$ cat src/hw/rtl/jdcm_pkg.sv
// jdcm_pkg: shared types, codes and constants for the joystick drive command mapper
// no dependencies; imported by every module of the block

package jdcm_pkg;

    localparam int MODE_SLOTS_DEF  = 8;
    localparam int NUM_BUTTONS_DEF = 12;
    localparam int NUM_AXES_DEF    = 4;
    localparam int QUEUE_DEPTH     = 4;
    localparam int CFG_DATA_W      = 40;
    localparam int CFG_INDEX_W     = 3;

    localparam logic [4:0] LIMIT_BUTTON    = 5'd4;
    localparam logic [4:0] ENABLE_OFF_MIN  = 5'd12;
    localparam logic [4:0] BUTTON_LIMIT    = 5'd12;
    localparam logic [3:0] MODE_TURN_LEFT  = 4'd8;
    localparam logic [3:0] MODE_TURN_RIGHT = 4'd9;
    localparam logic [16:0] ONE_Q15        = 17'd32768;
    localparam logic [15:0] SPEED_MAX      = 16'hFFFF;

    typedef enum logic [1:0] {
        KIND_MODE   = 2'd0,
        KIND_LIMIT  = 2'd1,
        KIND_MOTION = 2'd2
    } kind_t;

    typedef enum logic [1:0] {
        DIR_NONE  = 2'd0,
        DIR_LEFT  = 2'd1,
        DIR_RIGHT = 2'd2
    } dir_t;

    typedef enum logic [1:0] {
        OP_PLAIN = 2'd0,
        OP_TANK  = 2'd1,
        OP_DRIVE = 2'd2
    } op_t;

    typedef enum logic [2:0] {
        CFG_STICK_DZ   = 3'd0,
        CFG_SIDE_DZ    = 3'd1,
        CFG_TURN_THR   = 3'd2,
        CFG_LIN_SCALE  = 3'd3,
        CFG_ANG_SCALE  = 3'd4,
        CFG_CTRL_SEL   = 3'd5,
        CFG_MODE_TABLE = 3'd6,
        CFG_RESTORE    = 3'd7
    } cfg_idx_t;

    typedef enum logic [2:0] {
        F_IDLE,
        F_MODE,
        F_LIMIT,
        F_TURN,
        F_TANK,
        F_EN,
        F_MOTION
    } fstate_t;

    typedef enum logic [2:0] {
        B_IDLE,
        B_MUL,
        B_DIV,
        B_SAT,
        B_DONE
    } bstate_t;

    typedef struct packed {
        logic [14:0] stick_dz;
        logic [14:0] side_dz;
        logic [14:0] turn_thr;
        logic [15:0] lin_scale;
        logic [15:0] ang_scale;
        logic [12:0] ctrl_sel;
        logic [39:0] mode_table;
        logic [2:0]  restore;
    } cfg_t;

    localparam cfg_t CFG_RESET = '{
        stick_dz:   15'd4915,
        side_dz:    15'd6554,
        turn_thr:   15'd16384,
        lin_scale:  16'd32768,
        ang_scale:  16'd32768,
        ctrl_sel:   13'd1017,
        mode_table: 40'd0,
        restore:    3'd0
    };

    // one request from front to back
    typedef struct packed {
        kind_t       kind;
        logic [3:0]  mode_id;
        logic        limit_on;
        logic        last;
        op_t         op;
        logic        lin_en;
        logic        ang_en;
        logic [15:0] lin_axis;
        logic [15:0] ang_axis;
    } entry_t;

    typedef struct packed {
        kind_t       kind;
        logic [3:0]  mode_id;
        logic        limit_on;
        logic [16:0] lin;
        logic [16:0] ang;
        logic        last;
    } result_t;

    function automatic logic [15:0] mag16(input logic [15:0] v);
        return v[15] ? 16'(~v + 16'd1) : v;
    endfunction

endpackage

$ cat src/hw/rtl/jdcm_queue.sv
// jdcm_queue: short request queue between the front and back parts
// depends on jdcm_pkg

module jdcm_queue (
    input  logic            clk,
    input  logic            rst_n,
    input  logic            wr,
    input  jdcm_pkg::entry_t wr_data,
    output logic            full,
    input  logic            rd,
    output jdcm_pkg::entry_t rd_data,
    output logic            empty
);
    import jdcm_pkg::*;

    localparam int PTR_W = $clog2(QUEUE_DEPTH);
    localparam int CNT_W = $clog2(QUEUE_DEPTH + 1);

    entry_t            mem_reg [QUEUE_DEPTH];
    logic [PTR_W-1:0]  wr_ptr_reg;
    logic [PTR_W-1:0]  rd_ptr_reg;
    logic [CNT_W-1:0]  cnt_reg;
    logic [CNT_W-1:0]  cnt_next;

    assign full    = (cnt_reg == CNT_W'(QUEUE_DEPTH));
    assign empty   = (cnt_reg == '0);
    assign rd_data = mem_reg[rd_ptr_reg];

    always_comb
    begin
        cnt_next = cnt_reg;
        if (wr && !rd)
        begin
            cnt_next = cnt_reg + CNT_W'(1);
        end
        else if (rd && !wr)
        begin
            cnt_next = cnt_reg - CNT_W'(1);
        end
    end

    always_ff @(posedge clk or negedge rst_n)
    begin
        if (!rst_n)
        begin
            wr_ptr_reg <= '0;
            rd_ptr_reg <= '0;
            cnt_reg    <= '0;
        end
        else
        begin
            cnt_reg <= cnt_next;
            if (wr)
            begin
                wr_ptr_reg <= (wr_ptr_reg == PTR_W'(QUEUE_DEPTH - 1)) ? '0
                              : wr_ptr_reg + PTR_W'(1);
            end
            if (rd)
            begin
                rd_ptr_reg <= (rd_ptr_reg == PTR_W'(QUEUE_DEPTH - 1)) ? '0
                              : rd_ptr_reg + PTR_W'(1);
            end
        end
    end

    always_ff @(posedge clk)
    begin
        if (wr)
        begin
            mem_reg[wr_ptr_reg] <= wr_data;
        end
    end

endmodule

$ cat src/hw/rtl/jdcm_front.sv
// jdcm_front: takes samples, walks modes, limit, tank turn and enable, queues requests
// depends on jdcm_pkg; feeds jdcm_queue

module jdcm_front #(
    parameter int MODE_SLOTS  = jdcm_pkg::MODE_SLOTS_DEF,
    parameter int NUM_BUTTONS = jdcm_pkg::NUM_BUTTONS_DEF,
    parameter int NUM_AXES    = jdcm_pkg::NUM_AXES_DEF
) (
    input  logic             clk,
    input  logic             rst_n,
    input  jdcm_pkg::cfg_t   cfg,
    input  logic             in_valid,
    output logic             in_stall,
    input  logic [15:0]      axis_side,
    input  logic [15:0]      axis_forward,
    input  logic [15:0]      axis_twist,
    input  logic [15:0]      axis_slider,
    input  logic [2:0]       axis_count,
    input  logic [11:0]      button_mask,
    input  logic [3:0]       button_count,
    input  logic             q_full,
    output logic             q_wr,
    output jdcm_pkg::entry_t q_data
);
    import jdcm_pkg::*;

    localparam logic [2:0] SLOT_LAST = 3'(MODE_SLOTS - 1);

    fstate_t     fst_reg, fst_next;
    logic [2:0]  slot_reg, slot_next;
    logic        ta_reg, ta_next;
    dir_t        dir_reg, dir_next;
    logic        lim_prev_reg, lim_prev_next;
    logic        lim_act_reg, lim_act_next;
    logic        drv_reg, drv_next;
    logic        en_prev_reg, en_prev_next;

    logic [15:0] side_reg, fwd_reg, twist_reg, slider_reg;
    logic [2:0]  naxes_reg;
    logic [11:0] mask_reg;
    logic [3:0]  nbtn_reg;

    logic        push;
    entry_t      ent;
    logic [5:0]  slot_base;
    logic [4:0]  slot;
    logic        hit;
    logic        lim_now;
    logic        engage;
    dir_t        want;
    logic        en_pr;
    logic        new_en;
    logic [4:0]  en_btn;
    logic [1:0]  sel_lin, sel_ang;

    function automatic logic pressed(input logic [4:0] i, input logic [11:0] m,
                                     input logic [3:0] n);
        logic [15:0] me;
        me = {4'b0, m};
        return ({1'b0, n} > i) && (i < 5'(NUM_BUTTONS)) && (i < BUTTON_LIMIT)
               && me[i[3:0]];
    endfunction

    function automatic logic [15:0] pick(input logic [1:0] s, input logic [15:0] a0,
                                         input logic [15:0] a1, input logic [15:0] a2,
                                         input logic [15:0] a3);
        logic [15:0] r;
        case (s)
            2'd0:    r = a0;
            2'd1:    r = a1;
            2'd2:    r = a2;
            default: r = a3;
        endcase
        return r;
    endfunction

    assign in_stall  = (fst_reg != F_IDLE);
    assign q_wr      = push && !q_full;
    assign q_data    = ent;
    assign slot_base = 6'(slot_reg) * 6'd5;
    assign slot      = cfg.mode_table[slot_base +: 5];
    assign hit       = slot[4] && pressed({1'b0, slot[3:0]}, mask_reg, nbtn_reg);
    assign lim_now   = pressed(LIMIT_BUTTON, mask_reg, nbtn_reg);
    assign en_btn    = cfg.ctrl_sel[8:4];
    assign en_pr     = pressed(en_btn, mask_reg, nbtn_reg);
    assign new_en    = drv_reg ^ (en_pr && !en_prev_reg);
    assign sel_lin   = cfg.ctrl_sel[1:0];
    assign sel_ang   = cfg.ctrl_sel[3:2];
    assign engage    = pressed({1'b0, cfg.ctrl_sel[12:9]}, mask_reg, nbtn_reg)
                       && (mag16(side_reg) < {1'b0, cfg.side_dz})
                       && (mag16(fwd_reg) <= {1'b0, cfg.stick_dz})
                       && (mag16(twist_reg) > {1'b0, cfg.turn_thr});
    assign want      = (!twist_reg[15] && twist_reg != '0) ? DIR_LEFT : DIR_RIGHT;

    // next state
    always_comb
    begin
        fst_next = fst_reg;
        case (fst_reg)
            F_IDLE:
            begin
                if (in_valid)
                begin
                    fst_next = F_MODE;
                end
            end
            F_MODE:
            begin
                if ((!hit || !q_full) && slot_reg == SLOT_LAST)
                begin
                    fst_next = F_LIMIT;
                end
            end
            F_LIMIT:
            begin
                if (!(lim_now && !lim_prev_reg) || !q_full)
                begin
                    fst_next = F_TURN;
                end
            end
            F_TURN:
            begin
                if (naxes_reg > 3'd2 && engage)
                begin
                    if (!((!ta_reg || dir_reg != want) && q_full))
                    begin
                        fst_next = F_TANK;
                    end
                end
                else if (!(naxes_reg > 3'd2 && ta_reg && q_full))
                begin
                    fst_next = F_EN;
                end
            end
            F_TANK:
            begin
                if (!q_full)
                begin
                    fst_next = F_IDLE;
                end
            end
            F_EN:
            begin
                if (en_btn >= ENABLE_OFF_MIN || new_en)
                begin
                    fst_next = F_MOTION;
                end
                else if (!q_full)
                begin
                    fst_next = F_IDLE;
                end
            end
            F_MOTION:
            begin
                if (!q_full)
                begin
                    fst_next = F_IDLE;
                end
            end
            default:
            begin
                fst_next = F_IDLE;
            end
        endcase
    end

    // requests and state updates
    always_comb
    begin
        push          = 1'b0;
        ent           = '0;
        ent.kind      = KIND_MODE;
        ent.op        = OP_PLAIN;
        slot_next     = slot_reg;
        ta_next       = ta_reg;
        dir_next      = dir_reg;
        lim_prev_next = lim_prev_reg;
        lim_act_next  = lim_act_reg;
        drv_next      = drv_reg;
        en_prev_next  = en_prev_reg;
        case (fst_reg)
            F_IDLE:
            begin
                slot_next = '0;
            end
            F_MODE:
            begin
                ent.mode_id = {1'b0, slot_reg};
                if (hit)
                begin
                    push = 1'b1;
                    if (!q_full)
                    begin
                        ta_next = 1'b0;
                    end
                end
                if (!hit || !q_full)
                begin
                    slot_next = slot_reg + 3'd1;
                end
            end
            F_LIMIT:
            begin
                ent.kind     = KIND_LIMIT;
                ent.limit_on = !lim_act_reg;
                if (lim_now && !lim_prev_reg)
                begin
                    push = 1'b1;
                    if (!q_full)
                    begin
                        lim_act_next  = !lim_act_reg;
                        lim_prev_next = lim_now;
                    end
                end
                else
                begin
                    lim_prev_next = lim_now;
                end
            end
            F_TURN:
            begin
                if (naxes_reg > 3'd2 && engage)
                begin
                    ent.mode_id = (want == DIR_LEFT) ? MODE_TURN_LEFT : MODE_TURN_RIGHT;
                    if (!ta_reg || dir_reg != want)
                    begin
                        push = 1'b1;
                        if (!q_full)
                        begin
                            ta_next  = 1'b1;
                            dir_next = want;
                        end
                    end
                end
                else if (naxes_reg > 3'd2 && ta_reg)
                begin
                    ent.mode_id = {1'b0, cfg.restore};
                    push        = 1'b1;
                    if (!q_full)
                    begin
                        ta_next  = 1'b0;
                        dir_next = DIR_NONE;
                    end
                end
            end
            F_TANK:
            begin
                push         = 1'b1;
                ent.kind     = KIND_MOTION;
                ent.op       = OP_TANK;
                ent.last     = 1'b1;
                ent.lin_en   = 1'b1;
                ent.lin_axis = twist_reg;
            end
            F_EN:
            begin
                ent.kind = KIND_MOTION;
                ent.last = 1'b1;
                if (en_btn < ENABLE_OFF_MIN)
                begin
                    if (new_en)
                    begin
                        drv_next     = new_en;
                        en_prev_next = en_pr;
                    end
                    else
                    begin
                        push = 1'b1;
                        if (!q_full)
                        begin
                            drv_next     = new_en;
                            en_prev_next = en_pr;
                        end
                    end
                end
            end
            F_MOTION:
            begin
                push         = 1'b1;
                ent.kind     = KIND_MOTION;
                ent.op       = OP_DRIVE;
                ent.last     = 1'b1;
                ent.lin_en   = {1'b0, sel_lin} < naxes_reg;
                ent.ang_en   = {1'b0, sel_ang} < naxes_reg;
                ent.lin_axis = pick(sel_lin, side_reg, fwd_reg, twist_reg, slider_reg);
                ent.ang_axis = pick(sel_ang, side_reg, fwd_reg, twist_reg, slider_reg);
            end
            default:
            begin
                push = 1'b0;
            end
        endcase
    end

    always_ff @(posedge clk or negedge rst_n)
    begin
        if (!rst_n)
        begin
            fst_reg      <= F_IDLE;
            slot_reg     <= '0;
            ta_reg       <= 1'b0;
            dir_reg      <= DIR_NONE;
            lim_prev_reg <= 1'b0;
            lim_act_reg  <= 1'b0;
            drv_reg      <= 1'b0;
            en_prev_reg  <= 1'b0;
        end
        else
        begin
            fst_reg      <= fst_next;
            slot_reg     <= slot_next;
            ta_reg       <= ta_next;
            dir_reg      <= dir_next;
            lim_prev_reg <= lim_prev_next;
            lim_act_reg  <= lim_act_next;
            drv_reg      <= drv_next;
            en_prev_reg  <= en_prev_next;
        end
    end

    // sample capture
    always_ff @(posedge clk)
    begin
        if (in_valid && !in_stall)
        begin
            side_reg   <= axis_side;
            fwd_reg    <= axis_forward;
            twist_reg  <= axis_twist;
            slider_reg <= axis_slider;
            naxes_reg  <= (axis_count > 3'(NUM_AXES)) ? 3'(NUM_AXES) : axis_count;
            mask_reg   <= button_mask;
            nbtn_reg   <= button_count;
        end
    end

endmodule

$ cat src/hw/rtl/jdcm_back.sv
// jdcm_back: executes queued requests, scales speeds with a serial divider
// depends on jdcm_pkg; drains jdcm_queue into the output register

module jdcm_back (
    input  logic              clk,
    input  logic              rst_n,
    input  jdcm_pkg::cfg_t    cfg,
    input  logic              q_empty,
    input  jdcm_pkg::entry_t  q_data,
    output logic              q_rd,
    output logic              out_valid,
    input  logic              out_stall,
    output jdcm_pkg::result_t res
);
    import jdcm_pkg::*;

    bstate_t     bst_reg, bst_next;
    entry_t      work_reg;
    logic        phase_reg;
    logic [31:0] num_reg;
    logic [15:0] rem_reg;
    logic [15:0] den_reg;
    logic [4:0]  cnt_reg;
    logic [16:0] lin_res_reg, ang_res_reg;
    result_t     out_reg;
    logic        out_valid_reg;

    logic        out_free;
    logic        load_plain;
    logic        load_motion;
    logic [15:0] cur_axis;
    logic        cur_en;
    logic [15:0] cur_scale;
    logic [15:0] a;
    logic        above;
    logic [15:0] mul_in;
    logic [31:0] prod;
    logic [16:0] trial;
    logic        ge;
    logic [15:0] qsat;
    logic        neg;
    logic [16:0] signed_q;
    logic [16:0] tank_q;

    assign out_free  = !out_valid_reg || !out_stall;
    assign out_valid = out_valid_reg;
    assign res       = out_reg;

    assign cur_axis  = phase_reg ? work_reg.ang_axis : work_reg.lin_axis;
    assign cur_en    = phase_reg ? work_reg.ang_en : work_reg.lin_en;
    assign cur_scale = phase_reg ? cfg.ang_scale : cfg.lin_scale;
    assign a         = mag16(cur_axis);
    assign above     = a > {1'b0, cfg.stick_dz};
    assign mul_in    = (work_reg.op == OP_TANK) ? a : a - {1'b0, cfg.stick_dz};
    assign prod      = 32'(mul_in) * 32'(cur_scale);
    assign tank_q    = prod[31:15];
    assign trial     = {rem_reg, num_reg[31]};
    assign ge        = trial >= {1'b0, den_reg};
    assign qsat      = (num_reg[31:16] != '0) ? SPEED_MAX : num_reg[15:0];
    assign neg       = phase_reg ? cur_axis[15] : !cur_axis[15];
    assign signed_q  = neg ? 17'(~{1'b0, qsat} + 17'd1) : {1'b0, qsat};

    // next state
    always_comb
    begin
        bst_next = bst_reg;
        case (bst_reg)
            B_IDLE:
            begin
                if (!q_empty && q_data.op != OP_PLAIN)
                begin
                    bst_next = B_MUL;
                end
            end
            B_MUL:
            begin
                if (work_reg.op == OP_TANK || (phase_reg && !(cur_en && above)))
                begin
                    bst_next = B_DONE;
                end
                else if (cur_en && above)
                begin
                    bst_next = B_DIV;
                end
            end
            B_DIV:
            begin
                if (cnt_reg == 5'd31)
                begin
                    bst_next = B_SAT;
                end
            end
            B_SAT:
            begin
                bst_next = phase_reg ? B_DONE : B_MUL;
            end
            B_DONE:
            begin
                if (out_free)
                begin
                    bst_next = B_IDLE;
                end
            end
            default:
            begin
                bst_next = B_IDLE;
            end
        endcase
    end

    // handshake outputs
    always_comb
    begin
        load_plain  = 1'b0;
        load_motion = 1'b0;
        q_rd        = 1'b0;
        case (bst_reg)
            B_IDLE:
            begin
                if (!q_empty)
                begin
                    if (q_data.op == OP_PLAIN)
                    begin
                        load_plain = out_free;
                        q_rd       = out_free;
                    end
                    else
                    begin
                        q_rd = 1'b1;
                    end
                end
            end
            B_DONE:
            begin
                load_motion = out_free;
            end
            default:
            begin
                q_rd = 1'b0;
            end
        endcase
    end

    always_ff @(posedge clk or negedge rst_n)
    begin
        if (!rst_n)
        begin
            bst_reg       <= B_IDLE;
            out_valid_reg <= 1'b0;
        end
        else
        begin
            bst_reg <= bst_next;
            if (load_plain || load_motion)
            begin
                out_valid_reg <= 1'b1;
            end
            else if (!out_stall)
            begin
                out_valid_reg <= 1'b0;
            end
        end
    end

    always_ff @(posedge clk)
    begin
        case (bst_reg)
            B_IDLE:
            begin
                work_reg    <= q_data;
                phase_reg   <= 1'b0;
                lin_res_reg <= '0;
                ang_res_reg <= '0;
            end
            B_MUL:
            begin
                num_reg <= prod;
                rem_reg <= '0;
                den_reg <= 16'(ONE_Q15 - {2'b0, cfg.stick_dz});
                cnt_reg <= '0;
                if (work_reg.op == OP_TANK)
                begin
                    lin_res_reg <= tank_q[16] ? {1'b0, SPEED_MAX} : tank_q;
                end
                else if (!(cur_en && above))
                begin
                    phase_reg <= 1'b1;
                end
            end
            B_DIV:
            begin
                rem_reg <= ge ? 16'(trial - {1'b0, den_reg}) : trial[15:0];
                num_reg <= {num_reg[30:0], ge};
                cnt_reg <= cnt_reg + 5'd1;
            end
            B_SAT:
            begin
                if (phase_reg)
                begin
                    ang_res_reg <= signed_q;
                end
                else
                begin
                    lin_res_reg <= signed_q;
                end
                phase_reg <= 1'b1;
            end
            default:
            begin
                phase_reg <= phase_reg;
            end
        endcase

        if (load_plain)
        begin
            out_reg.kind     <= q_data.kind;
            out_reg.mode_id  <= q_data.mode_id;
            out_reg.limit_on <= q_data.limit_on;
            out_reg.lin      <= '0;
            out_reg.ang      <= '0;
            out_reg.last     <= q_data.last;
        end
        else if (load_motion)
        begin
            out_reg.kind     <= KIND_MOTION;
            out_reg.mode_id  <= '0;
            out_reg.limit_on <= 1'b0;
            out_reg.lin      <= lin_res_reg;
            out_reg.ang      <= ang_res_reg;
            out_reg.last     <= 1'b1;
        end
    end

endmodule

$ cat src/hw/rtl/joystick_drive_command_mapper_unit.sv
// joystick_drive_command_mapper_unit: top level, configuration registers and the three parts
// depends on jdcm_pkg, jdcm_front, jdcm_queue, jdcm_back
// each scaled speed takes a 32-step serial divide in the back part; the front stalls its input until
// it has queued every request of the current sample, and the back takes one request at a time
// reset: asynchronous active low, clears all toggle and turn state and loads register defaults

module joystick_drive_command_mapper_unit #(
    parameter int MODE_SLOTS  = jdcm_pkg::MODE_SLOTS_DEF,
    parameter int NUM_BUTTONS = jdcm_pkg::NUM_BUTTONS_DEF,
    parameter int NUM_AXES    = jdcm_pkg::NUM_AXES_DEF
) (
    input  logic                            clk,
    input  logic                            rst_n,
    input  logic                            cfg_we,
    input  logic [jdcm_pkg::CFG_INDEX_W-1:0] cfg_index,
    input  logic [jdcm_pkg::CFG_DATA_W-1:0]  cfg_data,
    input  logic                            in_valid,
    output logic                            in_stall,
    input  logic [15:0]                     axis_side,
    input  logic [15:0]                     axis_forward,
    input  logic [15:0]                     axis_twist,
    input  logic [15:0]                     axis_slider,
    input  logic [2:0]                      axis_count,
    input  logic [11:0]                     button_mask,
    input  logic [3:0]                      button_count,
    output logic                            out_valid,
    input  logic                            out_stall,
    output logic [1:0]                      result_kind,
    output logic [3:0]                      mode_id,
    output logic                            limit_on,
    output logic [16:0]                     linear_speed,
    output logic [16:0]                     angular_speed,
    output logic                            last_result
);
    import jdcm_pkg::*;

    cfg_t    cfg_reg;
    logic    q_wr, q_rd, q_full, q_empty;
    entry_t  q_wdata, q_rdata;
    result_t res;

    always_ff @(posedge clk or negedge rst_n)
    begin
        if (!rst_n)
        begin
            cfg_reg <= CFG_RESET;
        end
        else if (cfg_we)
        begin
            case (cfg_idx_t'(cfg_index))
                CFG_STICK_DZ:   cfg_reg.stick_dz   <= cfg_data[14:0];
                CFG_SIDE_DZ:    cfg_reg.side_dz    <= cfg_data[14:0];
                CFG_TURN_THR:   cfg_reg.turn_thr   <= cfg_data[14:0];
                CFG_LIN_SCALE:  cfg_reg.lin_scale  <= cfg_data[15:0];
                CFG_ANG_SCALE:  cfg_reg.ang_scale  <= cfg_data[15:0];
                CFG_CTRL_SEL:   cfg_reg.ctrl_sel   <= cfg_data[12:0];
                CFG_MODE_TABLE: cfg_reg.mode_table <= cfg_data[39:0];
                CFG_RESTORE:    cfg_reg.restore    <= cfg_data[2:0];
                default:        cfg_reg            <= cfg_reg;
            endcase
        end
    end

    jdcm_front #(
        .MODE_SLOTS  (MODE_SLOTS),
        .NUM_BUTTONS (NUM_BUTTONS),
        .NUM_AXES    (NUM_AXES)
    ) u_front (
        .clk          (clk),
        .rst_n        (rst_n),
        .cfg          (cfg_reg),
        .in_valid     (in_valid),
        .in_stall     (in_stall),
        .axis_side    (axis_side),
        .axis_forward (axis_forward),
        .axis_twist   (axis_twist),
        .axis_slider  (axis_slider),
        .axis_count   (axis_count),
        .button_mask  (button_mask),
        .button_count (button_count),
        .q_full       (q_full),
        .q_wr         (q_wr),
        .q_data       (q_wdata)
    );

    jdcm_queue u_queue (
        .clk     (clk),
        .rst_n   (rst_n),
        .wr      (q_wr),
        .wr_data (q_wdata),
        .full    (q_full),
        .rd      (q_rd),
        .rd_data (q_rdata),
        .empty   (q_empty)
    );

    jdcm_back u_back (
        .clk       (clk),
        .rst_n     (rst_n),
        .cfg       (cfg_reg),
        .q_empty   (q_empty),
        .q_data    (q_rdata),
        .q_rd      (q_rd),
        .out_valid (out_valid),
        .out_stall (out_stall),
        .res       (res)
    );

    assign result_kind   = res.kind;
    assign mode_id       = res.mode_id;
    assign limit_on      = res.limit_on;
    assign linear_speed  = res.lin;
    assign angular_speed = res.ang;
    assign last_result   = res.last;

endmodule

$ cat config.mk
export PLATFORM = sky130hd
export DESIGN_NAME = joystick_drive_command_mapper_unit
export DESIGN_NICKNAME = d
export VERILOG_FILES = /design/src/hw/rtl/jdcm_pkg.sv /design/src/hw/rtl/jdcm_queue.sv /design/src/hw/rtl/jdcm_front.sv /design/src/hw/rtl/jdcm_back.sv /design/src/hw/rtl/joystick_drive_command_mapper_unit.sv
export SDC_FILE = /design/constraint.sdc
export NUM_CORES = 2
export LEC_CHECK = 0
export BUFFER_PORTS_ARGS = -buffer_cell sky130_fd_sc_hd__buf_2
export CAP_MARGIN = 20
export CORE_MARGIN = 2
export CORE_UTILIZATION = 40
export CTS_BUF_LIST = sky130_fd_sc_hd__clkbuf_2
export DETAILED_ROUTE_END_ITERATION = 10
export HOLD_SLACK_MARGIN = 0.15
export RECOVER_POWER = 50
export SYNTH_ARGS = -nofsm -noshare
export SYNTH_HDL_FRONTEND = slang
export SYNTH_SLANG_ARGS = --single-unit
$ cat constraint.sdc
create_clock -name clk -period 11.55 [get_ports clk]
set_clock_uncertainty 0.15 [all_clocks]
set_input_delay 2.31 -clock clk [delete_from_list [all_inputs] [get_ports clk]]
set_output_delay 2.31 -clock clk [all_outputs]
set_load 0.01 [all_outputs]
==> results.md <==
- Outcome: complete, but fails checks
- Failing checks: capacitance limit, slew limit
- CTS max path bufs: 3
- Synth Area in Simple Gates: 0.114
- Largest register FFs: 176
- Post-placement cell area: 40000 um2
- Met3 WL: approximately 5400 um
- Slew of the pin with the lowest slew margin: 5.21 ns
- Mapped Cells: 3288
- Root buf cell: clkbuf_2
- Ranking of synthesized cells by area: edfxtp_1 (33%), fa_1 (11%), dfrtp_1 (8.8%), ha_1 (7.0%), mux4_2 (5.5%)
- Port Buffers: 174
- Critical Path Source Type: register
- Clock sinks: 598
- Initial Utilization: 0.403
- Critical path endpoint category: register
- Largest net degree at the start of global routing: between 80 and 90
- H-tree depth: 4
- Vias: 25900
- Post-synthesis average cell area: 11.4 um2
- Post-synthesis sequential area ratio: 0.449
- Number of enable flip-flop cells after synthesis: 407
- Post-DP HPWL: 73500 um
- HP Start: u_back.res[27]
- Final setup TNS: 0 ns
- Core box area: a little over 90000 um2
- Worst-path clk slew: roughly 0.090 ns
- Iter 0 DRT Violations: between 1500 and 2000
- Setup Buffers After CTS: 0
- Drt drc: 0
- Ys flop type: edfxtp_1
- Fin crit share: 0.926
- Layout area overhead: 10.2%
- Clock latency on the worst-skew pair: 1.46 ns
- Largest family of logic cells by synthesized area: adder cells
- Post-Synth XOR/XNOR Area: 0.0278
- Minimum clock period: 10.69 ns
- Post-cts sizing count: 0
- Final worst slack: 0.855 ns
- Fillers: 8923
- Die extent in y: 310 um
- Initial antenna violation count: 4
- First-pass GRT wire length: 154000 um
- Total global routing overflow: 0
- Layout Nets: 4090
- Slew HR: -2.47
- Worst min path class: register to register
- Most frequent cells in the layout: edfxtp_1 (407), nand2_1 (397), inv_1 (349), nor2_1 (238), clkbuf_2 (235)
- Hold path cells: 2
- RSZ-0062 raised after global routing: false
- Syn Nets: 3825
- Wire per inst: 20.2 um
- First drt pass iteration count: 7
- Total Routing Usage GR: 0.212
- CP Data Required Time: 12.45 ns
- Met1 WL: approximately 42000 um
- Compound-Gate Fraction of Synth Area: 0.0762
- Fin. Hold Viols: 0
- DR vias/cell: 5.26
- Rows: 112
- Die X: between 300 and 400 um
- MaxCap Viol Count: 7
- Reg2reg path depth: 37
- DRT antenna net count: 0
- Crit Path Max Fanout: 30
- Worst Hold Endpoint: u_back.res[27]
- Final setup violation count: 0
- Max stage delay on crit path: 0.70 ns
- CTS tree: done
- WL final: 99700 um
- Area share of the largest cell type after synthesis: 0.325
- Most common cell after layout, fill and taps aside: edfxtp_1
- Post-synth cell types: 79
- FF-to-FF setup slack: 0.86 ns
- Met2 Wirelength: 48800 um
- I/O pin cnt: 175
- Adder-cell share of the synthesized area: 0.175
- Min Hold Slack: 0.305 ns
- Hold Buf Count CTS: 0
- Worst R2R End: u_back.lin_res_reg[0]
- CTS Buf Count: 160
- CP arrival: about 12 ns
- Max Clock Freq: 93.5 MHz
- Top Metal Used: met4
- Vias in the first global route: 26600
- Asr flop ratio synth: 0.263
- Routability cong.: between 0.8 and 0.9
- Crit Path Class: register to register
- Mux contribution to synthesized area: 0.111
- Layout cells sized above 1: 0.192
- Layout Cell Area excl Fill: 41400 um2
- Max Slew Vio Count: 359
- Place WS: 1.10 ns
- Synth Register Bits: 598
- DIE AREA: 96300 um2
- Synth Cell Area: 37600 um2
- YS warnings: 0
- RR Startpoint: u_back.phase_reg
- Slowest-stage cell, CP: o41ai_1
- Yosys top cell by area: edfxtp_1
cell type report:
type	instances	area, um2	area share
repair buffers	228	1240	0.0299
clock inverters	44	290	0.00701
inverters	350	1310	0.0317
clock buffers	235	1180	0.0284
flip-flops and latches	598	16900	0.408
diodes	5	12.5	0.000302
multi-input cells	2215	18900	0.457
well taps	1254	1570	0.0379
how the worst max path moves through the flow:
stage                     startpoint                     to
floorplan           u_back.phase_reg  u_back.lin_res_reg[0]
global placement    u_back.phase_reg  u_back.lin_res_reg[6]
detailed placement  u_back.phase_reg  u_back.lin_res_reg[6]
CTS                 u_back.phase_reg  u_back.lin_res_reg[0]
global route        u_back.phase_reg  u_back.lin_res_reg[1]
finish              u_back.phase_reg  u_back.lin_res_reg[0]
kinds of logic after synthesis:
kind of cell,Yosys count
flip-flops,598
adder cells (fa/ha/maj),406
AND/OR/NAND/NOR,938
XOR/XNOR,119
multiplexers,285
AO/OA/AOI/OAI,467
buffers and inverters,475
cells in the mapped netlist (all sizes together), types with 35 or more instances:
master	count
clkbuf	102
nor2b	50
o21ai	159
fa	197
nor3	38
edfxtp	407
nand2	398
mux4	92
a21oi	126
nand3	35
mux2i	75
mux2	118
nor2	239
inv	349
xnor2	85
dfrtp	132
ha	209
critical path, delay by kind of cell (launching register included):
kind | cells | cell delay, ns
buffers and inverters | 8 | 1.01
adder cells (fa/ha/maj) | 8 | 3.66
AO/OA/AOI/OAI | 12 | 3.14
flip-flops | 1 | 0.34
XOR/XNOR | 1 | 0.13
multiplexers | 1 | 0.25
AND/OR/NAND/NOR | 7 | 1.67
layer usage:
layer / track usage / up-vias
li1: - / 12100
met1: 0.272 / 12800
met2: 0.355 / 794
met3: 0.0385 / 191
met4: 0.0850 / 0
met5: 0 / -
stage by stage:
step	utilization	cells
floorplan	-	3288
global placement	0.429	4641
detailed placement	0.429	4643
CTS	0.445	4922
global route	0.444	4928
finish	0.444	4929
Power is left out: the tool's default activity adds up to more than one toggle a clock period on the data nets, which glitch-free logic cannot reach.
